<file path="src/rtl/core/srr_pkg.sv">
// Shared constants, codes and types of the selective-repeat receiver.
package srr_pkg;

  localparam int unsigned SeqW          = 4;
  localparam int unsigned SeqSpace      = 16;
  localparam int unsigned MaxWindow     = 8;
  localparam int unsigned DefaultWindow = 4;
  localparam int unsigned TagW          = 16;
  localparam int unsigned LenW          = 8;
  localparam int unsigned WinW          = 4;
  localparam int unsigned WalkW         = $clog2(MaxWindow);

  // Result kinds
  localparam logic KindAck = 1'b0;
  localparam logic KindDlv = 1'b1;

  typedef enum logic [1:0] {
    StIdle,
    StAck,
    StDlv,
    StWait
  } srr_state_e;

  typedef struct packed {
    logic [TagW-1:0] tag;
    logic [LenW-1:0] length;
  } srr_slot_t;

  typedef struct packed {
    logic            en;
    logic [SeqW-1:0] addr;
    srr_slot_t       data;
  } srr_ram_wr_t;

  typedef struct packed {
    logic            kind;
    logic [SeqW-1:0] seq;
    logic [TagW-1:0] tag;
    logic [LenW-1:0] length;
    logic            last;
  } srr_res_t;

  typedef struct packed {
    logic     valid;
    srr_res_t res;
  } srr_push_t;

endpackage

</file>
<file path="src/rtl/core/srr_slot_ram.sv">
// Slot memory: tag and length per sequence number, one write and one registered read port.
module srr_slot_ram
  import srr_pkg::*;
(
  input  logic            clk_i,
  input  srr_ram_wr_t     wr_i,
  input  logic [SeqW-1:0] rd_addr_i,
  output srr_slot_t       rd_data_o
);

  srr_slot_t mem_q [SeqSpace];
  srr_slot_t rd_data_q;

  // Write port
  always_ff @(posedge clk_i) begin
    if (wr_i.en) begin
      mem_q[wr_i.addr] <= wr_i.data;
    end
  end

  // Registered read port
  always_ff @(posedge clk_i) begin
    rd_data_q <= mem_q[rd_addr_i];
  end

  assign rd_data_o = rd_data_q;

endmodule

</file>
<file path="config.mk">
export PLATFORM = sky130hd
export DESIGN_NAME = srr_slot_ram
export DESIGN_NICKNAME = d
export VERILOG_FILES = /design/src/rtl/core/srr_pkg.sv /design/src/rtl/core/srr_slot_ram.sv
export SDC_FILE = /design/constraint.sdc
export NUM_CORES = 1
export LEC_CHECK = 0
export BUFFER_PORTS_ARGS = -buffer_cell sky130_fd_sc_hd__buf_2
export CAP_MARGIN = 20
export CORE_UTILIZATION = 30
export CTS_CLUSTER_SIZE = 14
export DETAILED_ROUTE_END_ITERATION = 7
export MAX_ROUTING_LAYER = met4
export REMOVE_ABC_BUFFERS = 1
export SLEW_MARGIN = 0
export SYNTH_ARGS = -nofsm -noshare
export SYNTH_HDL_FRONTEND = slang
export SYNTH_SLANG_ARGS = --single-unit
</file>
<file path="constraint.sdc">
create_clock -name clk_i -period 5.72 [get_ports clk_i]
set_input_delay 0.286 -clock clk_i [delete_from_list [all_inputs] [get_ports clk_i]]
set_output_delay 0.286 -clock clk_i [all_outputs]
set_load 0.005 [all_outputs]
</file>
==> flow_metrics.env <==
export IMPL_final_cell_mix="edfxtp_1 (384), mux4_2 (96), buf_2 (55)"
export IMPL_syn_area_per_cell_um2=23.48
export IMPL_cp_slowest_cell="buf_6"
export IMPL_clock_path_buffers=3
export IMPL_reg2reg_from="mem_q[8][6]$_DFFE_PP_"
export IMPL_critical_path_max_stage_delay_ps=660
export IMPL_drtAntennaViolNets=0
export IMPL_die_h_um=225.1
export IMPL_final_common_cell="edfxtp_1"
export IMPL_cts_repair_resized=0
export IMPL_start_util_pct=30.44
export IMPL_syn_to_final_growth_pct=17.51
export IMPL_numPortBuffers=57
export IMPL_cellPowerDensity_nw_per_um2=357.7
export IMPL_period_share_pct=37.60
export IMPL_drive_gt1_share_pct=32.71
export IMPL_drtPass1Iterations=5
export IMPL_synth_edff_count=384
export IMPL_swShare_pct=20.40
export IMPL_timing_hold_worst_class="primary input to register"
export IMPL_cts_root_buf="clkbuf_16"
export IMPL_synthFlopType="edfxtp_1"
export IMPL_power_internal_mw=4.995
export IMPL_cp_depth=5
export IMPL_grt_usage_pct=13.72
export IMPL_r2r_setup_slack_ps=4380
export IMPL_reg2reg_depth=3
export IMPL_startpoint="rd_addr_i[0]"
export IMPL_crit_chain="buf_6 > buf_4 > mux4_2 > a22oi_1 > nand2_1"
export IMPL_dp_cells=1337
export IMPL_cp_arrival_ps=2560
export IMPL_cts_max_level=2
export IMPL_grt_pass1_vias=7170
export IMPL_power_frac_seq_pct=53.6
export IMPL_cp_end_kind="register"
export IMPL_core_area_um2=49050
export IMPL_synthSimpleGateAreaFrac_pct=1.492
export IMPL_ys_seq_area_share_pct=80.45
export IMPL_vias_per_cell=4.790
export IMPL_synthArstFlopShare_pct=0
export IMPL_io_pins=58
export IMPL_maxCapViolations=0
export IMPL_synth_distinct_cells=16
export IMPL_synth_compound_area_share_pct=2.413
export IMPL_synth_warnings=0
export IMPL_start_kind="primary input"
export IMPL_ys_ff_latch=408
export IMPL_detail_route_wl_per_cell_um=23.21
export IMPL_tightest_slew_ps=1092
export IMPL_outcome="complete, no violations"
export IMPL_drc_errors=0
export IMPL_postRouteWirelength_mm=32.96
export IMPL_cp_num_buf_inv=2
export IMPL_postCtsSetupRepairBufs=0
export IMPL_tns_ps=0
export IMPL_grt_pass1_wl_mm=48.76
export IMPL_clock_latency_ps=550
export IMPL_fin_crit_ps=2150
export IMPL_rows=81
export IMPL_fmax_mhz=465.0
export IMPL_antenna_found_initial=6
export IMPL_path_delay_family="buffers and inverters"
export IMPL_p_sw_mw=1.280
export IMPL_grt_overflow_total=0
export IMPL_hold_violations=0
export IMPL_synth_fa_ha_area_share_pct=0
export IMPL_fin_skew_ps=22.04
export IMPL_hpwl_mm=17.06
export IMPL_die_area_um2=50670
export IMPL_grt_max_degree=67
export IMPL_synth_top_family_by_area="multiplexers"
export IMPL_netlist_area_um2=14930
export IMPL_slew_headroom_pct=27.04
export IMPL_p_leak_nw=5.512
export IMPL_cts_sinks=408
export IMPL_worst_r2r_endpoint="rd_data_o[6]$_DFF_P_"
export IMPL_synthMuxAreaShare_pct=14.48
export IMPL_yosys_area_share_xor_xnor_pct=0
export IMPL_path_class="primary input to register"
export IMPL_comb_power_share_pct=4.6
export IMPL_cts_tree="yes"
export IMPL_synthesis_instances=636
export IMPL_drtIter0Drc=652
export IMPL_hold_start="wr_i[13]"
export IMPL_cp_max_fo=66
export IMPL_hold_buffers=0
export IMPL_setup_viol=0
export IMPL_slew_violations=0
export IMPL_peakVddDrop_uv=190.2
export IMPL_nets=752
export IMPL_cts_buffers=42
export IMPL_fin_cells=1420
export IMPL_clk_pin_slew_ps=60
export IMPL_cp_endpoint="rd_data_o[15]$_DFF_P_"
export IMPL_rsz0062_at_grt="no"
export IMPL_clock_power_share_pct=41.8
export IMPL_via_count=6802
export IMPL_cp_data_required_time_ps=6130
export IMPL_die_w_um=225.1
export IMPL_place_congestion=0.6915
[cell type report]
cell class	count	area (um2)
diodes	4	10.01
repair buffers	71	484.2
well taps	664	830.8
fillers	4506	31510
clock inverters	16	148.9
flip-flops and latches	408	12010
clock buffers	62	1186
multi-input cells	195	2873
[power by group through the flow]
stage / sequential [mW] / clock [mW] / combinational (mW)
after floorplan: 3.42 / 0 / 0.129
after global placement: 3.43 / 0 / 0.286
after detailed placement: 3.43 / 0 / 0.295
after CTS: 3.36 / 2.68 / 0.296
after global routing: 3.37 / 2.79 / 0.317
final: 3.36 / 2.62 / 0.289
[through the flow]
stage	instance area [um2]	hold WS, ps	setup slack (ps)	util [%]	total power [mW]
5_1_grt	17540	106.8	3262	35.77	6.479
3_5_place_dp	16170	662.6	2897	32.97	3.722
3_3_place_gp	16080	652.8	2927	32.77	3.711
4_1_cts	17510	96.15	3471	35.69	6.343
6_report	17540	113.9	3570	35.77	6.276
2_1_floorplan	14760	384.9	2817	-	3.551
[per-layer routing]
metal / global-route usage (%) / share of wire [%] / vias to the layer above
met5: - / 0 / -
met4: 3.577 / 1.8 / 0
met3: 2.816 / 6.8 / 49
met2: 20.35 / 47 / 226
met1: 19.25 / 44 / 3649
li1: - / - / 2878
[state kept, by name, summed over array words and instances, names as in the netlist]
name       count
mem_q        384
rd_data_o     24
[cells by family after synthesis]
kind of cell,count (synthesis)
buffers and inverters,33
AND/OR/NAND/NOR,51
flip-flops,408
multiplexers,96
AO/OA/AOI/OAI,48
[worst min-delay path by stage]
stage,end,cells past startpoint
floorplan,mem_q[0][0]$_DFFE_PP_,0
global placement,rd_data_o[8]$_DFF_P_,3
detailed placement,rd_data_o[18]$_DFF_P_,3
CTS,mem_q[0][8]$_DFFE_PP_,1
global route,mem_q[0][8]$_DFFE_PP_,1
finish,mem_q[4][13]$_DFFE_PP_,1
[synthesized netlist by cell type (2+ instances only)]
library cell	n	share of area, %
nor2b_1	2	0.084
clkbuf_1	18	0.45
buf_2	10	0.34
nor2_1	13	0.33
edfxtp_1	384	77
nand2b_1	2	0.084
nand3b_1	2	0.10
a22oi_1	48	2.4
nand2_1	25	0.63
nor3_1	4	0.13
buf_6	5	0.38
mux4_2	96	14
dfxtp_1	24	3.2
Power figures use the tool's default switching activity.
